### config.mk
export PLATFORM = sky130hd
export DESIGN_NAME = base64_stream_decoder
export DESIGN_NICKNAME = d
export VERILOG_FILES = /design/src/rtl/b64sd_pkg.sv /design/src/rtl/base64_stream_decoder.sv
export SDC_FILE = /design/constraint.sdc
export NUM_CORES = 1
export LEC_CHECK = 0
export BUFFER_PORTS_ARGS = -buffer_cell sky130_fd_sc_hd__buf_4
export CAP_MARGIN = 20
export CORE_MARGIN = 5
export CORE_UTILIZATION = 35
export DETAILED_ROUTE_END_ITERATION = 8
export PLACE_DENSITY = 0.56
export SYNTH_ARGS = -nofsm -noshare
export SYNTH_HDL_FRONTEND = slang
export SYNTH_SLANG_ARGS = --single-unit
### constraint.sdc
create_clock -name aclk -period 12.4 [get_ports aclk]
set_input_delay 1.24 -clock aclk [delete_from_list [all_inputs] [get_ports aclk]]
set_output_delay 1.24 -clock aclk [all_outputs]
set_load 0.005 [all_outputs]
### src/rtl/b64sd_pkg.sv
// Package with the types, codes and character mapping of the base64 stream decoder.
`default_nettype none

package b64sd_pkg;

    // Depth of the result group queue between the decode stage and the output register.
    localparam int unsigned QUEUE_DEPTH = 4;
    localparam int unsigned QUEUE_PTR_W = $clog2(QUEUE_DEPTH);
    localparam int unsigned QUEUE_CNT_W = $clog2(QUEUE_DEPTH + 1);

    // Character classes beyond the 64 alphabet values.
    localparam logic [6:0] CODE_SKIP = 7'd64;
    localparam logic [6:0] CODE_PAD  = 7'd65;
    localparam logic [6:0] CODE_BAD  = 7'd66;

    // Status codes of the final report.
    localparam logic [1:0] STATUS_OK       = 2'd0;
    localparam logic [1:0] STATUS_BAD_CHAR = 2'd1;
    localparam logic [1:0] STATUS_OVERFLOW = 2'd2;

    // Result kinds.
    localparam logic KIND_DATA   = 1'b0;
    localparam logic KIND_REPORT = 1'b1;

    // Register indexes, taken from paddr[2].
    localparam logic REG_TARGET_CAPACITY = 1'b0;
    localparam logic REG_COUNT_ONLY      = 1'b1;

    // One queued group of results: up to three data bytes, then an optional report.
    typedef struct packed {
        logic [23:0] bytes;      // first byte in the top bits
        logic [1:0]  nbytes;
        logic        report;
        logic [1:0]  status;
        logic [31:0] count;
    } b64sd_group_t;

    // Maps a text byte to its 6-bit value or to one of the special classes.
    function automatic logic [6:0] map_char(input logic [7:0] ch);
        logic [6:0] code;
        if (ch >= 8'h41 && ch <= 8'h5A) begin
            code = 7'(ch - 8'h41);          // upper case letters
        end else if (ch >= 8'h61 && ch <= 8'h7A) begin
            code = 7'(ch - 8'd71);          // lower case letters start at 26
        end else if (ch >= 8'h30 && ch <= 8'h39) begin
            code = 7'(ch + 8'd4);           // digits start at 52
        end else if (ch == 8'h2B) begin
            code = 7'd62;
        end else if (ch == 8'h2F) begin
            code = 7'd63;
        end else if (ch == 8'h0A) begin
            code = CODE_SKIP;
        end else if (ch == 8'h3D) begin
            code = CODE_PAD;
        end else begin
            code = CODE_BAD;
        end
        return code;
    endfunction

endpackage

`default_nettype wire

### src/rtl/base64_stream_decoder.sv
// Top level of the base64 stream decoder: input stage, decode logic, group queue, output register.
`default_nettype none

// The decoder takes one text character per transfer and accepts a new one in every cycle
// while its four-entry group queue has room. An accepted character is decoded while it is
// held in the input register; the bytes and the final report it causes are queued
// as one group and leave through the output register at one result transfer per cycle
// while the result side is ready. Sustained input rate is therefore one character per cycle,
// because four characters give at most three bytes; an end-of-text transfer adds one
// report transfer, and a stalled result side backs up through the queue to s_tready.
// An input transfer reaches its first result via the input register, queue and output register.
module base64_stream_decoder
    import b64sd_pkg::*;
(
    input  wire logic        aclk,
    input  wire logic        aresetn,

    // Input channel
    input  wire logic        s_tvalid,
    output logic             s_tready,
    input  wire logic [7:0]  s_tdata,    // [7:0] char_code
    input  wire logic        s_tuser,    // [0] char_present
    input  wire logic        s_tlast,    // end_of_text

    // Result channel
    output logic             m_tvalid,
    input  wire logic        m_tready,
    output logic [47:0]      m_tdata,    // [7:0] data_byte, [9:8] status_code,
                                         // [41:10] byte_count, [47:42] zero
    output logic             m_tuser,    // [0] result_kind
    output logic             m_tlast,    // last_of_run

    // Configuration port
    input  wire logic        psel,
    input  wire logic        penable,
    input  wire logic        pwrite,
    input  wire logic [2:0]  paddr,
    input  wire logic [31:0] pwdata,
    output logic [31:0]      prdata,
    output logic             pready
);

    // Configuration registers
    logic [31:0] capacity_reg;
    logic        count_only_reg;

    // Input stage
    logic       st_valid_reg;
    logic [7:0] st_char_reg;
    logic       st_present_reg;
    logic       st_end_reg;

    // Decoder state
    logic [17:0] buf_reg, buf_next;
    logic [1:0]  cnt_reg, cnt_next;
    logic [31:0] total_reg, total_next;
    logic        stopped_reg, stopped_next;
    logic [1:0]  err_reg, err_next;

    // Decode logic
    logic [6:0]  code;
    logic        char_live;
    logic        is_end;
    logic        group_evt;
    logic        flush3;
    logic        flush2;
    logic [17:0] buf_mid;
    logic [1:0]  cnt_mid;
    logic        stop_mid;
    logic [1:0]  err_mid;
    logic [1:0]  take_n;
    logic [32:0] sum;
    logic        over;
    logic        emit;
    logic [31:0] total_mid;
    logic [1:0]  err_fin;
    logic        stop_fin;
    b64sd_group_t grp;
    logic        push;

    // Group queue
    b64sd_group_t             queue_reg [QUEUE_DEPTH];
    logic [QUEUE_PTR_W-1:0]   wr_ptr_reg;
    logic [QUEUE_PTR_W-1:0]   rd_ptr_reg;
    logic [QUEUE_CNT_W-1:0]   qcnt_reg;
    logic                     pop;
    b64sd_group_t             head;

    // Output side
    logic [1:0]  idx_reg;
    logic [2:0]  nres;
    logic        res_last;
    logic        load;
    logic        m_valid_reg;
    logic        m_kind_reg;
    logic [7:0]  m_byte_reg;
    logic [1:0]  m_status_reg;
    logic [31:0] m_count_reg;
    logic        m_last_reg;
    logic [7:0]  sel_byte;

    // Configuration writes and reads.
    assign pready = 1'b1;

    always_ff @(posedge aclk) begin
        if (!aresetn) begin
            capacity_reg   <= '0;
            count_only_reg <= 1'b0;
        end else if (psel && penable && pwrite && pready) begin
            case (paddr[2])
                REG_TARGET_CAPACITY: capacity_reg   <= pwdata;
                REG_COUNT_ONLY:      count_only_reg <= pwdata[0];
                default:             capacity_reg   <= capacity_reg;
            endcase
        end
    end

    always_comb begin
        case (paddr[2])
            REG_TARGET_CAPACITY: prdata = capacity_reg;
            REG_COUNT_ONLY:      prdata = {31'd0, count_only_reg};
            default:             prdata = '0;
        endcase
    end

    // Input register; room is kept in the queue for the item held in the stage.
    assign s_tready = ((QUEUE_CNT_W+1)'(qcnt_reg) + (QUEUE_CNT_W+1)'(st_valid_reg))
                      < (QUEUE_CNT_W+1)'(QUEUE_DEPTH);

    always_ff @(posedge aclk) begin
        if (!aresetn) begin
            st_valid_reg <= 1'b0;
        end else begin
            st_valid_reg <= s_tvalid && s_tready;
        end
    end

    always_ff @(posedge aclk) begin
        if (s_tvalid && s_tready) begin
            st_char_reg    <= s_tdata;
            st_present_reg <= s_tuser;
            st_end_reg     <= s_tlast;
        end
    end

    // Character step, then the end-of-text flush, then the byte count and capacity check.
    always_comb begin
        code      = map_char(st_char_reg);
        char_live = st_valid_reg && st_present_reg && !stopped_reg;
        is_end    = st_valid_reg && st_end_reg;
        buf_mid   = buf_reg;
        cnt_mid   = cnt_reg;
        stop_mid  = stopped_reg;
        err_mid   = err_reg;
        group_evt = 1'b0;

        if (char_live) begin
            if (code == CODE_BAD) begin
                err_mid  = STATUS_BAD_CHAR;
                stop_mid = 1'b1;
            end else if (code == CODE_PAD) begin
                stop_mid = 1'b1;
            end else if (code != CODE_SKIP) begin
                if (cnt_reg != 2'd3) begin
                    buf_mid = {buf_reg[11:0], code[5:0]};
                    cnt_mid = cnt_reg + 2'd1;
                end else begin
                    group_evt = 1'b1;
                    buf_mid   = '0;
                    cnt_mid   = 2'd0;
                end
            end
        end

        flush3 = is_end && (err_mid == STATUS_OK) && (cnt_mid == 2'd3);
        flush2 = is_end && (err_mid == STATUS_OK) && (cnt_mid == 2'd2);

        if (group_evt) begin
            take_n = 2'd3;
        end else if (flush3) begin
            take_n = 2'd2;
        end else if (flush2) begin
            take_n = 2'd1;
        end else begin
            take_n = 2'd0;
        end

        sum       = {1'b0, total_reg} + 33'(take_n);
        over      = (take_n != 2'd0) && !count_only_reg && (sum > {1'b0, capacity_reg});
        emit      = (take_n != 2'd0) && !count_only_reg && !over;
        total_mid = total_reg;
        err_fin   = err_mid;
        stop_fin  = stop_mid;

        if (take_n != 2'd0) begin
            if (count_only_reg) begin
                total_mid = sum[32] ? 32'hFFFF_FFFF : sum[31:0];
            end else if (over) begin
                err_fin  = STATUS_OVERFLOW;
                stop_fin = 1'b1;
            end else begin
                total_mid = sum[31:0];
            end
        end

        // Bytes of this item, first byte in the top bits.
        if (group_evt) begin
            grp.bytes = {buf_reg, code[5:0]};
        end else if (flush3) begin
            grp.bytes = {buf_mid[17:10], buf_mid[9:2], 8'h00};
        end else begin
            grp.bytes = {buf_mid[11:4], 16'h0000};
        end
        grp.nbytes = emit ? take_n : 2'd0;
        grp.report = is_end;
        grp.status = err_fin;
        grp.count  = total_mid;
        push       = st_valid_reg && ((grp.nbytes != 2'd0) || is_end);

        // A report returns the decoder to its reset state.
        if (is_end) begin
            buf_next     = '0;
            cnt_next     = 2'd0;
            total_next   = '0;
            stopped_next = 1'b0;
            err_next     = STATUS_OK;
        end else begin
            buf_next     = buf_mid;
            cnt_next     = cnt_mid;
            total_next   = total_mid;
            stopped_next = stop_fin;
            err_next     = err_fin;
        end
    end

    always_ff @(posedge aclk) begin
        if (!aresetn) begin
            buf_reg     <= '0;
            cnt_reg     <= 2'd0;
            total_reg   <= '0;
            stopped_reg <= 1'b0;
            err_reg     <= STATUS_OK;
        end else begin
            buf_reg     <= buf_next;
            cnt_reg     <= cnt_next;
            total_reg   <= total_next;
            stopped_reg <= stopped_next;
            err_reg     <= err_next;
        end
    end

    // Group queue.
    always_ff @(posedge aclk) begin
        if (push) begin
            queue_reg[wr_ptr_reg] <= grp;
        end
    end

    always_ff @(posedge aclk) begin
        if (!aresetn) begin
            wr_ptr_reg <= '0;
            rd_ptr_reg <= '0;
            qcnt_reg   <= '0;
        end else begin
            if (push) begin
                wr_ptr_reg <= wr_ptr_reg + QUEUE_PTR_W'(1);
            end
            if (pop) begin
                rd_ptr_reg <= rd_ptr_reg + QUEUE_PTR_W'(1);
            end
            qcnt_reg <= qcnt_reg + QUEUE_CNT_W'(push) - QUEUE_CNT_W'(pop);
        end
    end

    // Result selection from the head group.
    assign head     = queue_reg[rd_ptr_reg];
    assign nres     = 3'(head.nbytes) + 3'(head.report);
    assign res_last = (3'(idx_reg) + 3'd1) == nres;
    assign load     = (qcnt_reg != '0) && (!m_valid_reg || m_tready);
    assign pop      = load && res_last;

    always_comb begin
        case (idx_reg)
            2'd0:    sel_byte = head.bytes[23:16];
            2'd1:    sel_byte = head.bytes[15:8];
            2'd2:    sel_byte = head.bytes[7:0];
            default: sel_byte = 8'h00;
        endcase
    end

    // Output register and position within the head group.
    always_ff @(posedge aclk) begin
        if (!aresetn) begin
            m_valid_reg <= 1'b0;
            idx_reg     <= 2'd0;
        end else begin
            if (load) begin
                m_valid_reg <= 1'b1;
                idx_reg     <= res_last ? 2'd0 : idx_reg + 2'd1;
            end else if (m_tready) begin
                m_valid_reg <= 1'b0;
            end
        end
    end

    always_ff @(posedge aclk) begin
        if (load) begin
            m_last_reg <= res_last;
            if (idx_reg < head.nbytes) begin
                m_kind_reg   <= KIND_DATA;
                m_byte_reg   <= sel_byte;
                m_status_reg <= STATUS_OK;
                m_count_reg  <= '0;
            end else begin
                m_kind_reg   <= KIND_REPORT;
                m_byte_reg   <= 8'h00;
                m_status_reg <= head.status;
                m_count_reg  <= head.count;
            end
        end
    end

    assign m_tvalid = m_valid_reg;
    assign m_tdata  = {6'd0, m_count_reg, m_status_reg, m_byte_reg};
    assign m_tuser  = m_kind_reg;
    assign m_tlast  = m_last_reg;

endmodule

`default_nettype wire

Word level (Yosys, flattened, before mapping)
Memory sizes are Yosys's and may differ from the RTL's. A register that Yosys moved wholly into a read port is not among the register bits.
Index checks and enable logic that the tools add are counted.

operators by class
  reductions and logical operators = 34
  magnitude comparators = 9
  $add $sub $neg = 13
  bitwise gates (word level) = 4
  equal/unequal tests = 13
  multiplexer cells = 53

operators by type and width
  operator                                                               number
  32-bit two-way mux                                                     4
  18-bit two-way mux                                                     5
  32-bit case mux with 2 select lines                                    1
  24-bit two-way mux                                                     2
  2-bit two-way mux                                                      18
  7-bit two-way mux                                                      5
  32-bit by 2-bit adder with 33-bit output                               1
  33-bit by 32-bit > comparator with 1-bit output                        1
  8-bit by 6-bit equality test with 1-bit output, second input constant  3
  8-bit case mux with 3 select lines                                     1
  1-bit logical AND                                                      18
  1-bit two-way mux                                                      17
  8-bit by 7-bit >= comparator with 1-bit output, second input constant  2
  8-bit by 7-bit <= comparator with 1-bit output, second input constant  2
  7-bit equality test, second input constant                             2
  7-bit subtractor, second input constant                                2
  2-bit by 1-bit adder with 2-bit output, second input constant          4
  8-bit by 4-bit equality test with 1-bit output, second input constant  1
  8-bit by 6-bit >= comparator with 1-bit output, second input constant  1
  8-bit by 6-bit <= comparator with 1-bit output, second input constant  1
  7-bit by 3-bit adder with 7-bit output, second input constant          1
  7-bit inequality test, second input constant                           1
  2-bit equality test, second input constant                             3
  2-bit nonzero test                                                     3
  18 further kinds                                                       27

storage, ports and cells
  memories kept = 1
  bits in writable memories = 244
  bits in registers = 153
  input bits = 52
  output and inout bits = 85

memories
  memory     depth  bits a word  read ports  clocked after Yosys merged registers in  write ports  line                         RTL
  queue_reg  4      61           1           1                                        1            base64_stream_decoder.sv:82  b64sd_group_t queue_reg [QUEUE_DEPTH];

Logic depth before layout (Yosys ltp)
  word-level depth = 29
  depth in mapped cells = 36
  mapped depth without buffers = 32

Worst setup path before layout
No wires, ideal clock.

  path kind = reg2reg
  start = register st_char_reg[2]
  end = memory queue_reg[0][0] (netlist bit) (enable)
  required time = 11.975 ns
  arrival time = 8.459 ns
  path slack = 3.516 ns
  cell stages (with the launch flop) = 34
  period minus slack after synthesis = 8.884 ns
  cells stage by stage = edfxtp_1 clkbuf_1 inv_1 ha_1 nor2b_1 o21ba_2 o32ai_2 a21boi_2 o31ai_2 clkbuf_1 nand2_1 mux2i_1 nand2_1 nand2_1 ha_1 inv_1 fa_1 and3b_1 and4_1 clkbuf_1 and2_1 clkbuf_1 nand2_1 nor2_1 and3_1 xor2_1 ha_1 nand3_1 or4_1 nor4_1 a32o_1 a21oi_1 o31ai_4 and2_1

between the ends
  longest elaborated chain between the ends = 29
  elaborated cells on any way between the ends = 58
  those cells by class = add/sub: 4; order compare: 7; eq/ne: 9; mux: 23; reduce/logical: 15

ends and longest elaborated chain
  element                                         line                          RTL
  start: declaration                              base64_stream_decoder.sv:49   logic [7:0] st_char_reg;
  start signal: assignment                        base64_stream_decoder.sv:140  st_char_reg <= s_tdata;
  8-bit by 6-bit equality test with 1-bit output  b64sd_pkg.sv:53               end else if (ch == 8'h3D) begin
  2-bit two-way mux                               b64sd_pkg.sv:53
  2-bit two-way mux                               b64sd_pkg.sv:51               end else if (ch == 8'h0A) begin
  7-bit two-way mux                               b64sd_pkg.sv:49               end else if (ch == 8'h2F) begin
  7-bit two-way mux                               b64sd_pkg.sv:47               end else if (ch == 8'h2B) begin
  7-bit two-way mux                               b64sd_pkg.sv:45               end else if (ch >= 8'h30 && ch <= 8'h39) begin
  7-bit two-way mux                               b64sd_pkg.sv:43               end else if (ch >= 8'h61 && ch <= 8'h7A) begin
  7-bit two-way mux *                             b64sd_pkg.sv:41               if (ch >= 8'h41 && ch <= 8'h5A) begin
  [14 not listed]                                 n/a
  1-bit logical AND                               base64_stream_decoder.sv:190  emit = (take_n != 2'd0) && !count_only_reg && !over;
  2-bit two-way mux *                             base64_stream_decoder.sv:214  grp.nbytes = emit ? take_n : 2'd0;
  2-bit nonzero test *                            base64_stream_decoder.sv:218  push = st_valid_reg && ((grp.nbytes != 2'd0) || is_end);
  1-bit logical OR *                              base64_stream_decoder.sv:218
  1-bit logical AND *                             base64_stream_decoder.sv:218
  via push                                        base64_stream_decoder.sv:79   logic push;
  1-bit two-way mux *                             base64_stream_decoder.sv:254  if (push) begin
  1-bit two-way mux (not written as such) *       base64_stream_decoder.sv:255  queue_reg[wr_ptr_reg] <= grp;
  end: declaration                                base64_stream_decoder.sv:82

Mark *: on every way through the listed nets, which the timed path passes. The rest lies on a longest branch.

Final worst setup path
  start = register st_char_reg[2]
  end = memory queue_reg[1][13] (netlist bit) (enable)

The elaborated chain is that of the path after synthesis.

==> impl_metrics.env <==
export IMPL_status="finished clean"
export IMPL_min_path_cells=2
export IMPL_required_ns=12.64
export IMPL_synth_warnings=0
export IMPL_path_clk_slew_ns=0.06
export IMPL_core_area_mm2=0.0522
export IMPL_firstDrtPassIters=5
export IMPL_fin_skew_ns=0.0202
export IMPL_cts_buffers=44
export IMPL_hpwl_mm=29.1
export IMPL_drive_gt1_frac=0.203
export IMPL_antenna_left=0
export IMPL_syn_area_mm2=0.0184
export IMPL_area_growth_pct=16.9
export IMPL_cts_tree="yes"
export IMPL_ff2ff_path_depth=29
export IMPL_nets=1650
export IMPL_slew_viol_final=0
export IMPL_grt_usage=0.149
export IMPL_routed_wl_mm=43.0
export IMPL_die_w_um=239
export IMPL_synth_top_area_frac=0.488
export IMPL_insertion_delay_ns=0.57
export IMPL_clock_path_buffers=3
export IMPL_grt_ovfl_total=0
export IMPL_synth_seq_cells=399
export IMPL_vias_per_cell=5.16
export IMPL_grt_pass1_vias=11600
export IMPL_vdd_drop_max_uv=117
export IMPL_synth_avg_cell_area_um2=12.9
export IMPL_leakagePower_nw=7.62
export IMPL_min_path_type="flip-flop to flip-flop"
export IMPL_maxSlewHeadroom=0.278
export IMPL_synth_cell_types=89
export IMPL_setup_viol_count_final=0
export IMPL_n_antenna_cell=0
export IMPL_num_vias=11600
export IMPL_root_buffer="clkbuf_16"
export IMPL_synth_edff_count=298
export IMPL_grt_pass1_wl_mm=67.3
export IMPL_max_stage_delay_ns=0.86
export IMPL_rsz0062_at_grt="false"
export IMPL_async_flop_share=0
export IMPL_final_fill_count=4893
export IMPL_fmax_mhz=102
export IMPL_grt_start_max_net_pins=49
export IMPL_fin_crit_ns=9.83
export IMPL_fin_setup_tns_ns=0
export IMPL_cap_violations=0
export IMPL_antenna_found_initial=0
export IMPL_cp_start_kind="flip-flop"
export IMPL_postCtsHoldBufs=0
export IMPL_pwr_density_cell_mw_per_mm2=170
export IMPL_dpl_cell_area_mm2=0.0199
export IMPL_yosysSeqAreaShare=0.598
export IMPL_drtIter0Drc=711
export IMPL_post_synth_top_count_cell="edfxtp_1"
export IMPL_die_height_um=239
export IMPL_place_port_buffers=127
export IMPL_ys_top_cells_by_area="edfxtp_1 49%, dfxtp_1 11%, mux4_2 7.5%"
export IMPL_clock_sinks=399
export IMPL_critical_path_class="flip-flop to flip-flop"
export IMPL_post_synth_top_area_cell="edfxtp_1"
export IMPL_cts_resized=0
export IMPL_seq_area_mm2=0.0110
export IMPL_path_max_fanout=36
export IMPL_fin_hold_ws_ns=0.462
export IMPL_dieArea_mm2=0.0571
export IMPL_cts_max_level=2
export IMPL_critical_path_arrival_ns=10.07
export IMPL_ios=137
export IMPL_gp_congestion=0.817
export IMPL_fin_area_mm2=0.0215
export IMPL_drc=0
export IMPL_fin_crit_sh=0.793
export IMPL_finalHoldViolCount=0
export IMPL_placementRows=84
export IMPL_largest_register_ffs=244
export IMPL_worst_path_max_delay_cell="and2_2"
export IMPL_tightestPinTransition_ns=1.07
export IMPL_wl_per_cell_um=19.1
export IMPL_synthFlopType="edfxtp_1"
export IMPL_post_cts_setup_buffers=0
export IMPL_end_kind="flip-flop"
export IMPL_syn_inst=1424
export IMPL_start_util=0.351
export IMPL_final_util=0.411
export IMPL_synth_common_cells="298 x edfxtp_1, 152 x nand2_1, 101 x dfxtp_1"
export IMPL_multi_input_area_mm2=0.00683
==> layout by cell type, fill, tap and decap left out, types with 12 or more instances in the layout <==
cell / netlist / final
a21boi_0: 34 / 34
a21oi_1: 70 / 69
a311oi_1: 14 / 14
a31oi_1: 22 / 22
and2_1: 31 / 27
and3_1: 22 / 22
buf_4: 9 / 141
clkbuf_16: 0 / 45
dfxtp_1: 101 / 99
edfxtp_1: 298 / 298
ha_1: 58 / 58
inv_1: 58 / 57
mux4_2: 61 / 61
nand2_1: 152 / 151
nand3_1: 28 / 28
nand3b_1: 12 / 12
nor2_1: 84 / 83
nor2b_1: 46 / 46
nor3_1: 20 / 20
o21ai_0: 19 / 19
xnor2_1: 20 / 20
xor2_1: 22 / 22
==> layer usage <==
metal  wire, um  track usage  vias up
met5          0            0        -
li1           -            -     5539
met2      18900        0.223      281
met1      21000        0.226     5758
met4        841       0.0408        0
met3       2270       0.0231       61
==> layout make-up <==
| type | count | area share |
|---|---|---|
| tap | 688 | 0.0401 |
| inverter | 59 | 0.0103 |
| clock buffer | 55 | 0.0542 |
| sequential | 399 | 0.512 |
| timing repair buffer | 142 | 0.0503 |
| multi-input combinational | 892 | 0.318 |
| clock inverter | 22 | 0.0150 |
==> logic make-up (layout without fill, tap and decap cells) <==
| kind of cell | count (synthesis) | in the layout | share of synthesized area |
|---|---|---|---|
| xor+xnor | 42 | 42 | 0.0200 |
| compound gates | 253 | 253 | 0.0980 |
| buf+inv | 138 | 278 | 0.0324 |
| mux | 80 | 80 | 0.0858 |
| other cells | 2 | 7 | 0.000409 |
| fa+ha+maj | 60 | 60 | 0.0417 |
| simple gates | 450 | 450 | 0.124 |
| flops | 399 | 399 | 0.598 |
==> per-stage QoR <==
step / cells / setup slack, ns / power [W]
floorplan: 1429 / 3.52 / 0.00207
global placement: 2179 / 2.74 / 0.00232
detailed placement: 2179 / 2.61 / 0.00233
CTS: 2256 / 2.58 / 0.00369
global route: 2257 / 1.77 / 0.00382
finish: 2257 / 2.57 / 0.00364
==> path summary, 6_finish.rpt <==
kind / from / end / slack [ns]
max: st_char_reg[2] / queue_reg[1][13] / 2.57
min: capacity_reg[4] / capacity_reg[4] / 0.46
max reg2reg: st_char_reg[2] / queue_reg[1][13] / 2.57
min reg2reg: capacity_reg[4] / capacity_reg[4] / 0.46
==> power breakdown <==
part | total [W] | internal [W] | switching, W | leakage, nW
logic | 0.000634 | 0.000307 | 0.000327 | 3.32
registers | 0.00165 | 0.00158 | 0.0000700 | 3.57
clock network | 0.00136 | 0.000832 | 0.000526 | 0.729
==> critical path, delay by kind of cell, from the launching register on <==
kind            cells  cell delay (ns)
xor+xnor            1             0.18
simple gates       13             4.38
compound gates      9             2.43
flops               1             0.56
buf+inv             3             0.98
fa+ha+maj           3             0.92
Power figures use the tool's default switching activity.
